`config.mk`:
```
export PLATFORM = sky130hd
export DESIGN_NAME = xorshift64_star_generator_core
export DESIGN_NICKNAME = d
export VERILOG_FILES = /design/src/sv/xsg_pkg.sv /design/src/sv/xsg_queue.sv /design/src/sv/xsg_front.sv /design/src/sv/xsg_back.sv /design/src/sv/xorshift64_star_generator_core.sv
export SDC_FILE = /design/constraint.sdc
export NUM_CORES = 2
export LEC_CHECK = 0
export BUFFER_PORTS_ARGS = -buffer_cell sky130_fd_sc_hd__buf_2
export CORE_MARGIN = 4
export CORE_UTILIZATION = 60
export DETAILED_ROUTE_END_ITERATION = 12
export GPL_TIMING_DRIVEN = 0
export PLACE_DENSITY = 0.85
export SYNTH_ARGS = -nofsm -noshare
export SYNTH_HDL_FRONTEND = slang
export SYNTH_SLANG_ARGS = --single-unit
```
`constraint.sdc`:
```
create_clock -name clk_i -period 10.6 [get_ports clk_i]
set_input_delay 2.65 -clock clk_i [delete_from_list [all_inputs] [get_ports clk_i]]
set_output_delay 2.65 -clock clk_i [all_outputs]
set_load 0.02 [all_outputs]
```
`src/sv/xsg_pkg.sv`:
```
`timescale 1ns / 1ps
`default_nettype none

package xsg_pkg;

  // Generator constants
  localparam logic [63:0] GOLDEN_GAMMA = 64'h9E37_79B9_7F4A_7C15;
  localparam logic [63:0] MIX_MUL_A    = 64'hBF58_476D_1CE4_E5B9;
  localparam logic [63:0] MIX_MUL_B    = 64'h94D0_49BB_1331_11EB;
  localparam logic [63:0] STAR_MUL     = 64'h2545_F491_4F6C_DD1D;

  localparam int unsigned WORD_W      = 64;
  localparam int unsigned FRAC_W      = 24;
  localparam int unsigned FRAC_SHIFT  = WORD_W - FRAC_W;
  localparam int unsigned QUEUE_DEPTH = 2;

  typedef enum logic {
    OP_SEED = 1'b0,
    OP_DRAW = 1'b1
  } op_e;

  typedef struct packed {
    op_e         op;
    logic [63:0] seed;
  } cmd_t;

  typedef struct packed {
    logic full;
    logic empty;
  } q_status_t;

  // xorshift advance: 12 right, 25 left, 27 right
  function automatic logic [63:0] advance(input logic [63:0] x);
    logic [63:0] t;
    t = x ^ (x >> 12);
    t = t ^ (t << 25);
    t = t ^ (t >> 27);
    return t;
  endfunction

endpackage

`default_nettype wire

```
`src/sv/xsg_queue.sv`:
```
`timescale 1ns / 1ps
`default_nettype none

module xsg_queue #(
  parameter int unsigned Depth = xsg_pkg::QUEUE_DEPTH
) (
  input  wire               clk_i,
  input  wire               rst_ni,
  input  wire               push_i,
  input  xsg_pkg::cmd_t     cmd_i,
  input  wire               pop_i,
  output xsg_pkg::cmd_t     cmd_o,
  output xsg_pkg::q_status_t stat_o
);

  localparam int unsigned PtrW = $clog2(Depth);
  localparam int unsigned CntW = $clog2(Depth + 1);

  xsg_pkg::cmd_t mem_q [Depth];

  logic [PtrW-1:0] wr_ptr_q, wr_ptr_d;
  logic [PtrW-1:0] rd_ptr_q, rd_ptr_d;
  logic [CntW-1:0] cnt_q, cnt_d;

  always_comb begin
    wr_ptr_d = wr_ptr_q;
    rd_ptr_d = rd_ptr_q;
    cnt_d    = cnt_q;
    if (push_i) begin
      wr_ptr_d = (wr_ptr_q == PtrW'(Depth - 1)) ? '0 : wr_ptr_q + PtrW'(1);
    end
    if (pop_i) begin
      rd_ptr_d = (rd_ptr_q == PtrW'(Depth - 1)) ? '0 : rd_ptr_q + PtrW'(1);
    end
    if (push_i && !pop_i) begin
      cnt_d = cnt_q + CntW'(1);
    end else if (!push_i && pop_i) begin
      cnt_d = cnt_q - CntW'(1);
    end
  end

  always_ff @(posedge clk_i or negedge rst_ni) begin
    if (!rst_ni) begin
      wr_ptr_q <= '0;
      rd_ptr_q <= '0;
      cnt_q    <= '0;
    end else begin
      wr_ptr_q <= wr_ptr_d;
      rd_ptr_q <= rd_ptr_d;
      cnt_q    <= cnt_d;
    end
  end

  always_ff @(posedge clk_i) begin
    if (push_i) begin
      mem_q[wr_ptr_q] <= cmd_i;
    end
  end

  assign cmd_o        = mem_q[rd_ptr_q];
  assign stat_o.full  = (cnt_q == CntW'(Depth));
  assign stat_o.empty = (cnt_q == '0);

endmodule

`default_nettype wire

```
`src/sv/xsg_front.sv`:
```
`timescale 1ns / 1ps
`default_nettype none

module xsg_front (
  input  wire                clk_i,
  input  wire                rst_ni,
  input  wire                in_valid_i,
  output logic               in_stall_o,
  input  wire                mode_i,
  input  wire  [63:0]        seed_i,
  input  xsg_pkg::q_status_t q_stat_i,
  output logic               push_o,
  output xsg_pkg::cmd_t      cmd_o
);

  logic          hold_q, hold_d;
  xsg_pkg::cmd_t cmd_q, cmd_d;
  logic          accept;

  // holding register drains into the queue whenever there is room
  assign push_o     = hold_q && !q_stat_i.full;
  assign in_stall_o = hold_q && q_stat_i.full;
  assign accept     = in_valid_i && !in_stall_o;

  always_comb begin
    hold_d = hold_q;
    cmd_d  = cmd_q;
    if (accept) begin
      hold_d     = 1'b1;
      cmd_d.op   = mode_i ? xsg_pkg::OP_DRAW : xsg_pkg::OP_SEED;
      cmd_d.seed = seed_i;
    end else if (push_o) begin
      hold_d = 1'b0;
    end
  end

  always_ff @(posedge clk_i or negedge rst_ni) begin
    if (!rst_ni) begin
      hold_q <= 1'b0;
    end else begin
      hold_q <= hold_d;
    end
  end

  always_ff @(posedge clk_i) begin
    cmd_q <= cmd_d;
  end

  assign cmd_o = cmd_q;

endmodule

`default_nettype wire

```
`src/sv/xsg_back.sv`:
```
`timescale 1ns / 1ps
`default_nettype none

module xsg_back (
  input  wire                clk_i,
  input  wire                rst_ni,
  input  xsg_pkg::q_status_t q_stat_i,
  input  xsg_pkg::cmd_t      cmd_i,
  output logic               pop_o,
  output logic               out_valid_o,
  input  wire                out_stall_i,
  output logic [63:0]        random_word_o,
  output logic [23:0]        uniform_fraction_o
);

  typedef enum logic [2:0] {
    ST_IDLE = 3'b001,
    ST_MUL  = 3'b010,
    ST_OUT  = 3'b100
  } state_e;

  typedef enum logic [2:0] {
    PH_DRAW  = 3'b001,
    PH_MIX_A = 3'b010,
    PH_MIX_B = 3'b100
  } phase_e;

  state_e      st_q, st_d;
  phase_e      phase_q, phase_d;
  logic [1:0]  step_q, step_d;
  logic [63:0] gen_q, gen_d;
  logic [63:0] a_q, a_d;
  logic [63:0] acc_q, acc_d;
  logic [63:0] prod_q, prod_d;
  logic        out_valid_q, out_valid_d;
  logic [63:0] word_q, word_d;

  logic [63:0] b_full;
  logic [31:0] a_half, b_half;
  logic [63:0] mul_sum;
  logic [63:0] adv;
  logic [63:0] seed_pre;
  logic [63:0] mix_fin;

  always_comb begin
    unique case (phase_q)
      PH_DRAW:  b_full = xsg_pkg::STAR_MUL;
      PH_MIX_A: b_full = xsg_pkg::MIX_MUL_A;
      PH_MIX_B: b_full = xsg_pkg::MIX_MUL_B;
      default:  b_full = xsg_pkg::STAR_MUL;
    endcase
  end

  // low 64 bits of a*b: lo*lo, then the two cross terms shifted up 32
  assign a_half   = (step_q == 2'd1) ? a_q[63:32] : a_q[31:0];
  assign b_half   = (step_q == 2'd2) ? b_full[63:32] : b_full[31:0];
  assign prod_d   = a_half * b_half;
  assign mul_sum  = acc_q + {prod_q[31:0], 32'h0};

  assign adv      = xsg_pkg::advance(gen_q);
  assign seed_pre = (cmd_i.seed + xsg_pkg::GOLDEN_GAMMA)
                  ^ ((cmd_i.seed + xsg_pkg::GOLDEN_GAMMA) >> 30);
  assign mix_fin  = mul_sum ^ (mul_sum >> 31);

  always_comb begin
    st_d        = st_q;
    phase_d     = phase_q;
    step_d      = step_q;
    gen_d       = gen_q;
    a_d         = a_q;
    acc_d       = acc_q;
    word_d      = word_q;
    pop_o       = 1'b0;
    out_valid_d = out_valid_q && out_stall_i;

    unique case (st_q)
      ST_IDLE: begin
        if (!q_stat_i.empty) begin
          pop_o  = 1'b1;
          step_d = 2'd0;
          st_d   = ST_MUL;
          if (cmd_i.op == xsg_pkg::OP_DRAW) begin
            gen_d   = adv;
            a_d     = adv;
            phase_d = PH_DRAW;
          end else begin
            a_d     = seed_pre;
            phase_d = PH_MIX_A;
          end
        end
      end
      ST_MUL: begin
        step_d = step_q + 2'd1;
        unique case (step_q)
          2'd0: ;
          2'd1: acc_d = prod_q;
          2'd2: acc_d = mul_sum;
          2'd3: begin
            unique case (phase_q)
              PH_DRAW: begin
                acc_d = mul_sum;
                st_d  = ST_OUT;
              end
              PH_MIX_A: begin
                a_d     = mul_sum ^ (mul_sum >> 27);
                phase_d = PH_MIX_B;
              end
              PH_MIX_B: begin
                gen_d = (mix_fin == '0) ? xsg_pkg::GOLDEN_GAMMA : mix_fin;
                st_d  = ST_IDLE;
              end
              default: st_d = ST_IDLE;
            endcase
          end
          default: ;
        endcase
      end
      ST_OUT: begin
        if (!out_valid_q || !out_stall_i) begin
          out_valid_d = 1'b1;
          word_d      = acc_q;
          st_d        = ST_IDLE;
        end
      end
      default: st_d = ST_IDLE;
    endcase
  end

  always_ff @(posedge clk_i or negedge rst_ni) begin
    if (!rst_ni) begin
      st_q        <= ST_IDLE;
      out_valid_q <= 1'b0;
      gen_q       <= xsg_pkg::GOLDEN_GAMMA;
    end else begin
      st_q        <= st_d;
      out_valid_q <= out_valid_d;
      gen_q       <= gen_d;
    end
  end

  always_ff @(posedge clk_i) begin
    phase_q <= phase_d;
    step_q  <= step_d;
    a_q     <= a_d;
    acc_q   <= acc_d;
    prod_q  <= prod_d;
    word_q  <= word_d;
  end

  assign out_valid_o        = out_valid_q;
  assign random_word_o      = word_q;
  assign uniform_fraction_o = word_q[63:xsg_pkg::FRAC_SHIFT];

endmodule

`default_nettype wire

```
`src/sv/xorshift64_star_generator_core.sv`:
```
`timescale 1ns / 1ps
`default_nettype none
// A draw yields a result word; a seed only reloads the state. Both run one at a time,
// serialised by the shared 32x32 multiplier (three partial products plus accumulate
//   per 64-bit multiply, two multiplies per seed).
// Input is taken while the back end works, up to QueueDepth + 1 items ahead.
// Reset (async, active low): queue empty, no result pending, state = 0x9E3779B97F4A7C15.

module xorshift64_star_generator_core #(
  parameter int unsigned QueueDepth = xsg_pkg::QUEUE_DEPTH
) (
  input  wire         clk_i,
  input  wire         rst_ni,
  // command transactions
  input  wire         in_valid_i,
  output logic        in_stall_o,
  input  wire         mode_i,
  input  wire  [63:0] seed_i,
  // result transactions
  output logic        out_valid_o,
  input  wire         out_stall_i,
  output logic [63:0] random_word_o,
  output logic [23:0] uniform_fraction_o
);

  xsg_pkg::cmd_t      push_cmd;
  xsg_pkg::cmd_t      pop_cmd;
  xsg_pkg::q_status_t q_stat;
  logic               push;
  logic               pop;

  // Front: register the transaction and decode mode into an opcode.
  xsg_front u_front (
    .clk_i      (clk_i),
    .rst_ni     (rst_ni),
    .in_valid_i (in_valid_i),
    .in_stall_o (in_stall_o),
    .mode_i     (mode_i),
    .seed_i     (seed_i),
    .q_stat_i   (q_stat),
    .push_o     (push),
    .cmd_o      (push_cmd)
  );

  // Short command queue decoupling intake from execution.
  xsg_queue #(
    .Depth (QueueDepth)
  ) u_queue (
    .clk_i  (clk_i),
    .rst_ni (rst_ni),
    .push_i (push),
    .cmd_i  (push_cmd),
    .pop_i  (pop),
    .cmd_o  (pop_cmd),
    .stat_o (q_stat)
  );

  // Back: state update, seed mixing and output scramble on one multiplier.
  xsg_back u_back (
    .clk_i              (clk_i),
    .rst_ni             (rst_ni),
    .q_stat_i           (q_stat),
    .cmd_i              (pop_cmd),
    .pop_o              (pop),
    .out_valid_o        (out_valid_o),
    .out_stall_i        (out_stall_i),
    .random_word_o      (random_word_o),
    .uniform_fraction_o (uniform_fraction_o)
  );

  // Queue status is never full and empty at once.
  a_q_stat_sane: assert property (@(posedge clk_i) disable iff (!rst_ni)
    !(q_stat.full && q_stat.empty))
    else $error("queue reports full and empty together");

  // Back end only pops a present command.
  a_no_pop_empty: assert property (@(posedge clk_i) disable iff (!rst_ni)
    pop |-> !q_stat.empty)
    else $error("pop from empty queue");

  // Front end only pushes into a queue with room.
  a_no_push_full: assert property (@(posedge clk_i) disable iff (!rst_ni)
    push |-> !q_stat.full)
    else $error("push into full queue");

endmodule

`default_nettype wire
```
==> flow_summary.ini <==
[min_path]
hold_depth = 0
hold_start = u_front.cmd_o[32]
whs_endpoint = u_queue.mem_q[1][32]
min_path_type = reg2reg

[grt]
antenna_found_initial = 12
grt_use_total_pct = 45.5
grt_pass1_vias = 47300
grt-ovfl-total = 0
grt_max_degree = 63
grt_pass1_wl_um = 329000

[drt]
vias = 47300
vias_per_cell = 6.45
drc = 0
drtIter0Drc = 6614
routed_wirelength_um = 233000
ant_nets = 0
dr.pass1.iters = 7
wl_per_cell_um = 31.8

[synth]
synth_cell_types = 95
synth-edff-count = 392
synthFlopType = edfxtp_1
synth_nets = 7070
synth_warnings = 0
yosysSeqAreaShare_pct = 25.9
synthesis.instances = 5805
postSynthAreaPerCell_sq_um = 9.94
async_flop_share_pct = 13.8
syn_area_sq_um = 57700
ys_ff_latch = 529

[clock_tree]
clockRootBuffer = clkbuf_16
clock-sinks = 529
htree_levels = 2
clk_latency_ns = 0.61
clk_path_buf_depth = 3
cts-buffers-inserted = 46
cts_tree = built
path_clk_slew_ns = 0.07

[setup_path]
cp_top_family = adder cells
r2r_start = u_back.step_q[1]
path_common_cell = fa_1
cp.required_ns = 11.11
cp-end-kind = flip-flop
path_class = reg2reg
crit_fanout = 10
path_buf_inv = 8
worst_path_max_delay_cell = mux2i_1
r2r_end = u_back.prod_q[58]
worst-r2r-setup-slack_ns = 0.04
crit_path_start_kind = flip-flop
cpPeakStageDelay_ns = 0.89
r2r_cells = 31
crit_arrival_ns = 11.07

[die]
die_y_um = 318
die_area_sq_um = 101000
ios = 159
rows = 113
start_util_pct = 60.6
die_w_um = 318
core_sq_um = 95200

[final_layout]
multi_input_area_sq_um = 38200
final_common_cell = inv_1
area.growth.synth_to_final_pct = 8.23
mostFrequentLayoutCells = inv_1, fa_1, nand2_1, nor2_1, edfxtp_1
fillers = 7738
fin_nets = 7294
drive_gt1_share_pct = 9.53
seqCellArea_sq_um = 14900

[timing]
clock-skew-final_ns = 0.0272
fin_crit_ns = 10.56
tightest_slew_ns = 1.51
fmax_ghz = 0.0947
finalCritPeriodShare_pct = 99.6
hold_viol = 0
setup_viol = 0
slew_headroom_pct = -1.33
worst_slack_ns = 0.0402
whs_ns = 0.446
slew_viol_final = 9

[run]
cap_viol_max_count = 1

[placement]
dp_hpwl_um = 193000
pre_cts_ws_ns = -2.06
gp_congestion = 1.15
portBuffers = 158

[run_status]
failed_checks = max-capacitance violations, max-slew violations
status = finished, violations left
worst max-delay path by stage:
stage,startpoint,end,cells after the start
finish,u_back.step_q[1],u_back.prod_q[58],31
floorplan,u_back.step_q[1],u_back.prod_q[58],32
global route,u_back.step_q[0],u_back.prod_q[61],33
global placement,u_back.step_q[1],u_back.prod_q[50],32
detailed placement,u_back.step_q[1],u_back.prod_q[50],32
CTS,u_back.step_q[1],u_back.prod_q[56],28
flip-flops by register name, summed over array words and instances, names as in the netlist:
signal                count
u_back.gen_q             64
u_queue.cnt_q             2
u_back.a_q               64
u_queue.mem_q           130
u_back.phase_q            3
u_queue.rd_ptr_q          1
u_back.out_valid_o        1
u_back.prod_q            64
u_back.acc_q             64
u_back.step_q             2
u_front.hold_q            1
u_back.st_q               3
u_queue.wr_ptr_q          1
u_back.random_word_o     64
u_front.cmd_o            65
Yosys cell counts (all sizes together), types with 64 or more instances:
master     n  area (sq um)
a21oi    221          1110
and2      64           400
buf       71           418
clkbuf   193           726
dfxtp     64          1280
edfxtp   392         11800
fa       862         17300
ha       334          4180
inv     1016          3810
mux2i     71           711
nand2    542          2040
nand3     78           390
nor2     482          1810
nor3      83           415
o21ai    204          1020
xnor2    267          2340
xor2     115          1010
cell type report:
type                    count  area share [%]
diodes                      5          0.0200
clock inverters            22           0.256
plain buffers             258            1.99
flip-flops and latches    529            23.9
repair buffers            182            1.80
clock buffers              63            2.11
multi-input cells        3982            61.2
inverters                1030            6.23
well taps                1265            2.53
metal layers:
layer / GRT usage [%] / up-vias / share of wire, %
li1: - / 19100 / -
met5: 0.615 / - / 0.070
met4: 24.7 / 12 / 7.3
met2: 64.4 / 3762 / 41
met3: 18.2 / 930 / 15
met1: 60.3 / 23500 / 36
per-stage QoR:
step	utilization, %	TNS, ns	std cells	instance area [sq um]
3_3_place_gp	63.1	-39.10	7228	60100
6_report	65.6	0	7336	62400
4_1_cts	65.4	0	7327	62200
3_5_place_dp	63.5	-40.88	7243	60400
2_1_floorplan	-	0	5805	57700
5_1_grt	65.6	-0.00406	7331	62400
cell families after synthesis:
family          count (synthesis)  synth area share (%)
buf+inv                      1294                  8.68
mux                           108                  1.95
simple gates                 1500                  11.7
flops                         529                  25.9
xor+xnor                      385                  5.92
fa+ha+maj                    1196                  37.1
compound gates                793                  8.72
repair_timing:
| item | in CTS | in global routing |
|---|---|---|
| endpoints found under the setup margin | 33 | 22 |
| setup buffers | 1 | 8 |
| gates resized for setup | 102 | 138 |
| hold buffers | 0 | 0 |
| pin swaps | 2 | 5 |
| endpoints found under the hold margin | 0 | 0 |
Power is not shown: default switching activity piles up to over one toggle a cycle in this logic, so the estimate is an artifact.
